$ cat src/hw/rtl/stsi_ram.sv
// ----------------------------------------------------------------------------
// stsi_ram
// Generic single-port RAM, registered read.
// ----------------------------------------------------------------------------
module stsi_ram #(
   parameter int WIDTH = 8,
   parameter int DEPTH = 16
) (
   input  logic                     clock,
   input  logic                     we,
   input  logic [$clog2(DEPTH)-1:0] addr,
   input  logic [WIDTH-1:0]         wdata,
   output logic [WIDTH-1:0]         rdata
);
   logic [WIDTH-1:0] mem [DEPTH];

   always_ff @(posedge clock) begin
      if (we) mem[addr] <= wdata;
      rdata <= mem[addr];
   end
endmodule

$ cat config.mk
export PLATFORM = sky130hd
export DESIGN_NAME = stsi_ram
export DESIGN_NICKNAME = d
export VERILOG_FILES = /design/src/hw/rtl/stsi_ram.sv
export SDC_FILE = /design/constraint.sdc
export NUM_CORES = 1
export LEC_CHECK = 0
export BUFFER_PORTS_ARGS = -buffer_cell sky130_fd_sc_hd__buf_2
export CORE_UTILIZATION = 45
export CTS_CLUSTER_SIZE = 25
export DETAILED_ROUTE_END_ITERATION = 10
export GPL_TIMING_DRIVEN = 0
export PLACE_DENSITY = 0.58
export SYNTH_ARGS = -nofsm -noshare
export SYNTH_HDL_FRONTEND = slang
export SYNTH_SLANG_ARGS = --single-unit
$ cat constraint.sdc
create_clock -name clock -period 5.1 [get_ports clock]
set_input_delay 1.02 -clock clock [delete_from_list [all_inputs] [get_ports clock]]
set_output_delay 1.02 -clock clock [all_outputs]
set_load 0.01 [all_outputs]
After elaboration in Yosys (flattened, before gate mapping) --
Memory sizes are Yosys's and may differ from the RTL's. A register that Yosys moved wholly into a read port is not among the register bits. Cells that the tools add are included.
Cells by class: muxes and demuxes 2
Operator list (number):
- 1-bit two-way mux | 2
Storage, ports and cells: register bits after elaboration 0, RAM bits 128, input port bits 14, logic and storage cells 3, memories 1
Memory list:
- mem | depth 16, width 8, read ports 1, clocked after memory_dff 1, wr ports 1, RTL line 15 | logic [WIDTH-1:0] mem [DEPTH];

Depth between registers and ports, before layout --
Gate-level depths: netlist of run 1.
word-level depth 2, depth in mapped cells 5, mapped depth without buffers 3

Least setup slack after synthesis of run 1 --
OpenSTA, ideal clock, no wires.
kind input port to flip-flop, from input port addr[2], to memory mem[0][0] (enable), library setup time 383 ps, arrival time 2130 ps, data required time 4717 ps, path slack 2587 ps, stages on the path 2, buffers on the path 0, cell sequence or3b_2 nor3_1
RTL lines:
- start, declared | RTL line 11 | input logic [$clog2(DEPTH)-1:0] addr,
- end, declared | RTL line 15
Straight into the memory's write port.

Worst setup path after layout of run 1 --
from input port addr[1], to memory mem[11][0] (enable)
Straight into the memory's write port.

==> results.toml, run 1 <==
[yosys]
synth_fa_ha_area_frac = 0
yosysTopAreaCellShare = 0.759
async_reset_ff_frac = 0
syn_area_per_cell_um2 = 22.0
yosys.area_share.simple = 0.0321
synthTopCellsByArea = "edfxtp_1, mux4_2, dfxtp_1, a22oi_1, nor2_1"
synth_commonest_cells = "edfxtp_1, mux4_2, a22oi_1"
seq_area_frac_synth = 0.790
synth_cell_types = 18
synth.most_common_cell = "edfxtp_1"
ys_seq_elements = 136
synth_compound_area_frac = 0.0237
netlist_area_um2 = 5070
synth_top_family_by_area = "multiplexers"
synth_top_area_cell = "edfxtp_1"
muxShareOfSynthArea = 0.142
synth-edff-count = 128
synth_xor_area_frac = 0
synth-main-ff-cell = "edfxtp_1"
synth_nets = 244
syn_inst = 230
ys_warn_count = 0

[grt]
grt_pass1_wl_mm = 14.7
grt_pass1_vias = 2399
gr-total-overflow = 0
track_usage = 0.188
grt_max_degree = 17
antenna_found_initial = 0

[drt]
met3_length_um = 621
drc = 0
final_antenna_net_count = 0
wl_mm = 9.80
wl_per_cell_um = 23.3
wl_met2_mm = 4.85
dr.pass1.iters = 4
vias = 2286
top_layer = "met4"
first_iter_violations = 132
wl_met1_mm = 4.22
routed_via_density = 5.43

[timing]
report.final.slew_viol_count = 0
worst_pin_slew_ps = 1240
hold_viol = 0
fmax_mhz = 386
period_minus_slack_ps = 2590
finalSetupViolations = 0
finalSetupTns_ps = 0
rsz0062_at_grt = "false"
finalCritPeriodShare = 0.508
relSlewSlack = 0.170
finalClockSkew_ps = 9.83

[floorplan]
die-area_um2 = 11700
fp.dieW_um = 108
initial_core_util = 0.465
coreArea_um2 = 10900
die_h_um = 108
num_rows = 38
ioPinCount = 22

[setup_path]
worst-path-max-fanout = 10
endpoint_kind = "register"
crit_type = "in -> reg"
reg2reg_depth = 3
crit_path_start_kind = "input port"
crit_required_ps = 5230
crit_arrival_ps = 2730

[power]
power.density_nw_per_um2 = 449
finalPower_mw = 2.69
vdd_ir_drop_max_v = 0.000180
p_leak_nw = 1.95

[hold_path]
min_path_cells = 3
worstHoldPathType = "reg -> reg"

[placement]
portBuffers = 19
hpwl_mm = 6.18
globalplace.congestion = 0.779

[clock_tree]
post_cts_buffers = 0
clk_pin_slew_ps = 60
root_buffer = "clkbuf_8"
cts_buffers = 17
tritoncts = "built"
clk_path_buf_depth = 2
cts_sinks = 136
cts_resized = 0
cts_hold_buf = 0
htree_levels = 4
insertion_delay_ps = 520

[finish]
final_nets = 282
drive_gt1_frac = 0.320
num-fill-cells = 815
diodes = 0
area_growth_pct = 18.3

[outcome]
status = "finished, final reports clean"

[run]
maxCapViolations = 0
==> metrics by stage <==
stage	cells	worst slack (ps)	area, µm²	hold WS, ps	utilization
2_1_floorplan	230	2590	5070	635	-
3_3_place_gp	389	1980	5340	675	0.490
3_5_place_dp	389	1900	5340	680	0.490
4_1_cts	421	2430	5980	693	0.550
5_1_grt	421	2380	5990	705	0.550
6_report	421	2510	5990	695	0.550
==> final timing paths <==
kind | startpoint | end | slack (ps)
worst min register to register | mem[11][3] | rdata[3] | 690
worst max-delay path | addr[1] | mem[11][0] | 2510
worst min-delay path | mem[11][3] | rdata[3] | 690
worst max register to register | mem[11][0] | rdata[0] | 3720
==> registers in the layout (all words and copies together), names as in the netlist <==
| name | cells |
|---|---|
| mem | 128 |
| rdata | 8 |
==> worst max-delay path: stages <==
cell and delay, ps:
buf_2 270, buf_1 490, nand2_1 250, nor2_1 690
==> logic make-up (layout without fill, tap and decap cells) <==
kind of cell    after synthesis  in the layout
flops                       136            136
simple gates                 35             35
mux                          32             32
compound gates               16             16
buf+inv                      11             62
==> metal layers <==
layer	GRT usage	vias to the layer above
li1	-	1036
met1	0.259	1173
met2	0.296	70
met3	0.0374	7
met4	0.0763	0
met5	0	-
==> cell type report <==
cell class,count,area [µm²],area share
flip-flops and latches,136,4000,0.668
multi-input cells,83,1010,0.169
clock buffers,18,428,0.0714
clock inverters,14,218,0.0363
well taps,140,175,0.0292
repair buffers,19,95.1,0.0159
plain buffers,11,60.1,0.0100
==> power breakdown <==
part	internal, mW	switching (mW)	total, mW	leakage, nW
sequential	1.25	0.00647	1.26	1.22
clock	0.860	0.453	1.31	0.310
combinational	0.0473	0.0719	0.119	0.419
total	2.16	0.531	2.69	1.95
==> placed cells by master, fill, tap and decap left out, drive strengths merged <==
master / n
edfxtp: 128
mux4: 32
buf: 27
clkbuf: 21
a22oi: 16
nor2: 13
nand2: 9
dfxtp: 8
bufinv: 5
inv: 4
nor3: 4
clkinv: 3
nor2b: 2
nand3b: 2
nand2b: 2
clkinvlp: 2
and2: 1
nand3: 1
or3b: 1
Note: power is estimated with default switching activity, not from simulation.
==> run 2, diff against run 1 <==
- PLACE_DENSITY: 0.58 -> 0.61
- clock period: 5.1 -> 2.1 ns (I/O delays scaled with it)
==> run 2 against run 1 <==
  * Total power increased by 120%
  * Non-clock buffer count increased by 1
  * Highest routed layer unchanged
  * Via count increased by 1.4%
  * Die area unchanged
  * Sequential share of layout area increased by 1.2 points
==> results.toml, run 2 (same netlist as run 1, synthesis figures left out) <==
[outcome]
status = "finished, final reports clean"

[finish]
final_util = 0.541
stdcell_count = 422
num-fill-cells = 816
diodes = 0
largest_register_ffs = 128
multi_input_area_um2 = 1000
layout_commonest_cell = "edfxtp_1"
reg_top3 = "mem (128), rdata (8)"
area_growth_pct = 16.2
regArea_um2 = 4000
regMostFlops = "mem"
drive_gt1_frac = 0.298
final_cell_mix = "edfxtp_1, mux4_2, buf_2"
final_nets = 283

[setup_path]
cp_slowest_cell = "nor2_1"
crit_arrival_ps = 2100
crit_path_start_kind = "input port"
worst-path-buf-inv = 2
crit_type = "in -> reg"
crit_required_ps = 2240
slowest_delay_ps = 680
worstPathCellList = "buf_2, buf_1, nand2_1, nor2_1"
endpoint_kind = "register"
worst-path-max-fanout = 10
cp_top_family = "simple AND/OR/NAND/NOR gates"

[floorplan]
coreArea_um2 = 10900
die_h_um = 108
ioPinCount = 22
die-area_um2 = 11700
num_rows = 38
fp.dieW_um = 108
initial_core_util = 0.465

[drt]
routed_via_density = 5.49
wl_per_cell_um = 22.5
first_iter_violations = 106
dr.pass1.iters = 4
vias = 2317
drc = 0
final_antenna_net_count = 0
wl_mm = 9.48

[timing]
hold_viol = 0
relSlewSlack = 0.161
finalSetupTns_ps = 0
finalCritPeriodShare = 0.933
rsz0062_at_grt = "false"
finalClockSkew_ps = 8.28
period_minus_slack_ps = 1960
worst_pin_slew_ps = 1250
report.final.slew_viol_count = 0
finalSetupViolations = 0
fmax_mhz = 510

[grt]
grt_pass1_wl_mm = 14.5
gr-total-overflow = 0
grt_max_degree = 17
track_usage = 0.188
antenna_found_initial = 0
grt_pass1_vias = 2463

[clock_tree]
cts_buffers = 17
root_buffer = "clkbuf_8"
tritoncts = "built"
htree_levels = 4
clk_pin_slew_ps = 50
insertion_delay_ps = 510
cts_sinks = 136
cts_hold_buf = 0
clk_path_buf_depth = 2
post_cts_buffers = 0
cts_resized = 0

[power]
p_leak_nw = 1.92
vdd_ir_drop_max_v = 0.000399
power.density_nw_per_um2 = 1020

[placement]
portBuffers = 19
dp_cells = 389
globalplace.congestion = 0.802
hpwl_mm = 5.95

[hold_path]
worstHoldPathType = "in -> reg"

[run]
maxCapViolations = 0
[run 2: cell types whose count changed in the layout (fill, tap and decap cells not counted), moves of 2 or more]
cell,delta
clkbuf_8,+6
inv_6,-4
nor3_1,+2
bufinv_16,-5
clkbuf_1,+6
clkinvlp_4,-2
nor3_2,-2
[run 2: cell type report]
cell class / count / area share
flip-flops and latches: 136 / 0.680
multi-input cells: 83 / 0.170
clock buffers: 30 / 0.0905
well taps: 140 / 0.0297
repair buffers: 20 / 0.0174
plain buffers: 11 / 0.0102
clock inverters: 2 / 0.00170
[run 2: stage by stage]
step | setup slack (ps) | power (mW) | hold WS, ps | instance area (µm²)
4_1_cts | 113 | 6.04 | 286 | 5880
2_1_floorplan | 187 | 3.27 | 519 | 5070
5_1_grt | 63.9 | 6.19 | 290 | 5890
6_report | 140 | 5.99 | 306 | 5890
3_5_place_dp | -430 | 3.40 | 678 | 5340
3_3_place_gp | -411 | 3.39 | 673 | 5340
[run 2: power by group]
| group | total, mW | switching, mW | leakage (nW) | internal [mW] |
|---|---|---|---|---|
| logic | 0.288 | 0.173 | 0.422 | 0.115 |
| registers | 3.05 | 0.0139 | 1.22 | 3.04 |
| clock network | 2.65 | 0.978 | 0.270 | 1.67 |
[run 2: final timing paths]
path | from | to | cells past startpoint | slack (ps)
worst min register to register | mem[10][5] | rdata[5] | 3 | 690
worst max register to register | mem[15][4] | rdata[4] | 3 | 730
worst max-delay path | addr[1] | mem[3][1] | 4 | 140
worst min-delay path | wdata[5] | mem[12][5] | 1 | 310
[run 2: worst register-to-register path: stages, from the launching register on]
cell	delay, ps
edfxtp_1	350
mux4_2	510
a22oi_1	270
nand2_1	100
[run 2: layer usage]
layer	GRT usage	part of all wire
met1	0.248	0.43
met2	0.287	0.49
met3	0.0627	0.062
met4	0.0783	0.019
met5	0	0
==> run 3, diff against run 2 <==
--- a/config.mk
+++ b/config.mk
@@ -6,4 +6,5 @@
 export NUM_CORES = 1
 export LEC_CHECK = 0
+export ABC_AREA = 1
 export BUFFER_PORTS_ARGS = -buffer_cell sky130_fd_sc_hd__buf_2
 export CORE_UTILIZATION = 45
@@ -11,5 +12,5 @@
 export DETAILED_ROUTE_END_ITERATION = 10
 export GPL_TIMING_DRIVEN = 0
-export PLACE_DENSITY = 0.61
+export PLACE_DENSITY = 0.6
 export SYNTH_ARGS = -nofsm -noshare
 export SYNTH_HDL_FRONTEND = slang
==> constraint.sdc (replaced) <==
create_clock -name clock -period 2.1 [get_ports clock]
set_input_delay 0 -clock clock [delete_from_list [all_inputs] [get_ports clock]]
set_output_delay 0 -clock clock [all_outputs]
set_load 0.01 [all_outputs]
==> run 3 against run 2 <==
  * Clock skew hardly changed
  * Largest power group unchanged
  * Clock-buffer cell count is 10 lower
  * Critical endpoint is now mem[3][4]
  * Non-clock buffer count increased by 11
  * Total power is 7.6% higher
  * Highest routed layer unchanged
  * Die area rose by 10%
  * Wire length up 32%
  * Core utilization about the same
  * First-iteration DRC count increased by 72%
  * Cell area is 11% higher
==> results.toml, run 3 <==
[grt]
grt_pass1_vias = 3660
track_usage = 0.216
antenna_found_initial = 0
grt_max_degree = 17
gr-total-overflow = 0
grt_pass1_wl_mm = 19.8

[setup_path]
slowest_delay_ps = 690
endpoint_kind = "register"
critPathLaunch = "addr[1]"
rrSetupSlack_ps = 1090
worstPathCellList = "buf_2, clkbuf_1, nand3_1, nor2_1"
reg2reg_depth = 8
worst-path-buf-inv = 2
cp_slowest_cell = "nor2_1"
crit_required_ps = 2140
r2r-end = "rdata[0]"
crit_type = "in -> reg"
worst-path-max-fanout = 10
crit_arrival_ps = 1610
cp_top_family = "simple AND/OR/NAND/NOR gates"
crit_path_start_kind = "input port"
reg2reg_from = "mem[6][0]"

[finish]
layout_commonest_cell = "nand2_1"
area_growth_pct = 16.6
regMostFlops = "mem"
num-fill-cells = 1069
final_cell_mix = "nand2_1, edfxtp_1, buf_2"
reg_top3 = "mem (128), rdata (8)"
stdcell_count = 769
drive_gt1_frac = 0.116
final_nets = 602
largest_register_ffs = 128
diodes = 0
fin_area_um2 = 6520

[yosys]
yosysTopAreaCellShare = 0.687
synth-edff-count = 128
netlist_area_um2 = 5590
ys_seq_elements = 136
synthTopCellsByArea = "edfxtp_1, nand2_1, dfxtp_1, inv_1, nor2_1"
synth_top_area_cell = "edfxtp_1"
seq_area_frac_synth = 0.716
syn_area_per_cell_um2 = 10.2
async_reset_ff_frac = 0
synth_commonest_cells = "nand2_1, edfxtp_1, inv_1"
synth_nets = 562
synth-main-ff-cell = "edfxtp_1"
synth.most_common_cell = "nand2_1"
syn_inst = 548
synth_cell_types = 11
ys_warn_count = 0

[timing]
hold_viol = 0
finalClockSkew_ps = 8.64
report.final.slew_viol_count = 0
finalSetupViolations = 0
rsz0062_at_grt = "false"
relSlewSlack = 0.472
finalCritPeriodShare = 0.744
hold_ws_ps = 17.7
period_minus_slack_ps = 1560
worst_pin_slew_ps = 789
fmax_mhz = 640
finalSetupTns_ps = 0

[power]
vdd_ir_drop_max_v = 0.000636
power_switching_mw = 1.38
p_leak_nw = 2.80
p_clk_frac = 0.467
p_sw_frac = 0.214
pwr-share-seq = 0.474
finalPower_mw = 6.44
pwr-share-comb = 0.059
intPower_mw = 5.06
power.density_nw_per_um2 = 988

[hold_path]
min_path_cells = 1
hold_end = "mem[15][2]"
min_from = "wdata[2]"
worstHoldPathType = "in -> reg"

[clock_tree]
cts_buffers = 17
clk_path_buf_depth = 2
tritoncts = "built"
post_cts_buffers = 0
cts_sinks = 136
clk_pin_slew_ps = 60
htree_levels = 4
insertion_delay_ps = 420
root_buffer = "clkbuf_16"

[floorplan]
coreArea_um2 = 12100
fp.dieW_um = 113
die-area_um2 = 12900
die_h_um = 113
initial_core_util = 0.464
num_rows = 40
ioPinCount = 22

[drt]
wl_mm = 12.5
dr.pass1.iters = 5
vias = 3706
final_antenna_net_count = 0
drc = 0
wl_per_cell_um = 16.3
routed_via_density = 4.82
first_iter_violations = 182

[placement]
place_area_um2 = 5900
portBuffers = 20
dp_cells = 736
globalplace.congestion = 0.839
hpwl_mm = 8.06

[outcome]
status = "finished, final reports clean"

[run]
maxCapViolations = 0
## run 3: changes by cell type in the layout (fill, tap and decap cells not counted), moves of 5 or more
cell | previous run | this run
inv_1 | 0 | 21
clkbuf_8 | 8 | 2
nand2_1 | 9 | 346
buf_2 | 21 | 32
mux4_2 | 32 | 0
a22oi_1 | 16 | 0
buf_4 | 0 | 6
nor2_1 | 13 | 18
## run 3: logic make-up after synthesis
logic type	synth area share
buffers and inverters	0.0362
flip-flops	0.716
AND/OR/NAND/NOR	0.248
## run 3: layout make-up
class / count / area (µm²) / area share
tap: 168 / 210 / 0.0322
buffer: 21 / 116 / 0.0178
inverter: 23 / 86.3 / 0.0132
multi-input combinational: 368 / 1390 / 0.213
timing repair buffer: 21 / 110 / 0.0169
clock inverter: 12 / 150 / 0.0230
clock buffer: 20 / 457 / 0.0700
sequential: 136 / 4000 / 0.614
## run 3: layer usage
metal / wire, µm / track usage / vias to the layer above
li1: - / - / 1832
met1: 5680 / 0.282 / 1755
met2: 6120 / 0.349 / 100
met3: 551 / 0.0430 / 19
met4: 194 / 0.0982 / 0
met5: 0 / 0 / -
## run 3: through the flow
| stage | util | setup slack [ps] |
|---|---|---|
| after floorplan | - | 723 |
| after global placement | 0.489 | 155 |
| after detailed placement | 0.489 | 99.9 |
| after CTS | 0.541 | 541 |
| after global routing | 0.541 | 449 |
| final | 0.541 | 537 |
## run 3: repair_timing
action                                 CTS  global route
hold buffers                             1             0
resized for setup                        0             0
endpoints found under the hold margin   16             0
## run 3: power by group through the flow
stage | Sequential [mW] | Combinational (mW) | Clock [mW]
floorplan | 3.12 | 0.209 | 0
global placement | 3.10 | 0.375 | 0
detailed placement | 3.11 | 0.381 | 0
CTS | 3.05 | 0.385 | 3.05
global route | 3.06 | 0.430 | 3.17
finish | 3.05 | 0.380 | 3.01
## run 3: worst max path at each step
| stage | end | depth (start not counted) |
|---|---|---|
| floorplan | mem[3][0] | 4 |
| global placement | mem[3][7] | 4 |
| detailed placement | mem[3][3] | 4 |
| CTS | mem[3][3] | 4 |
| global route | mem[6][4] | 4 |
| finish | mem[3][4] | 4 |
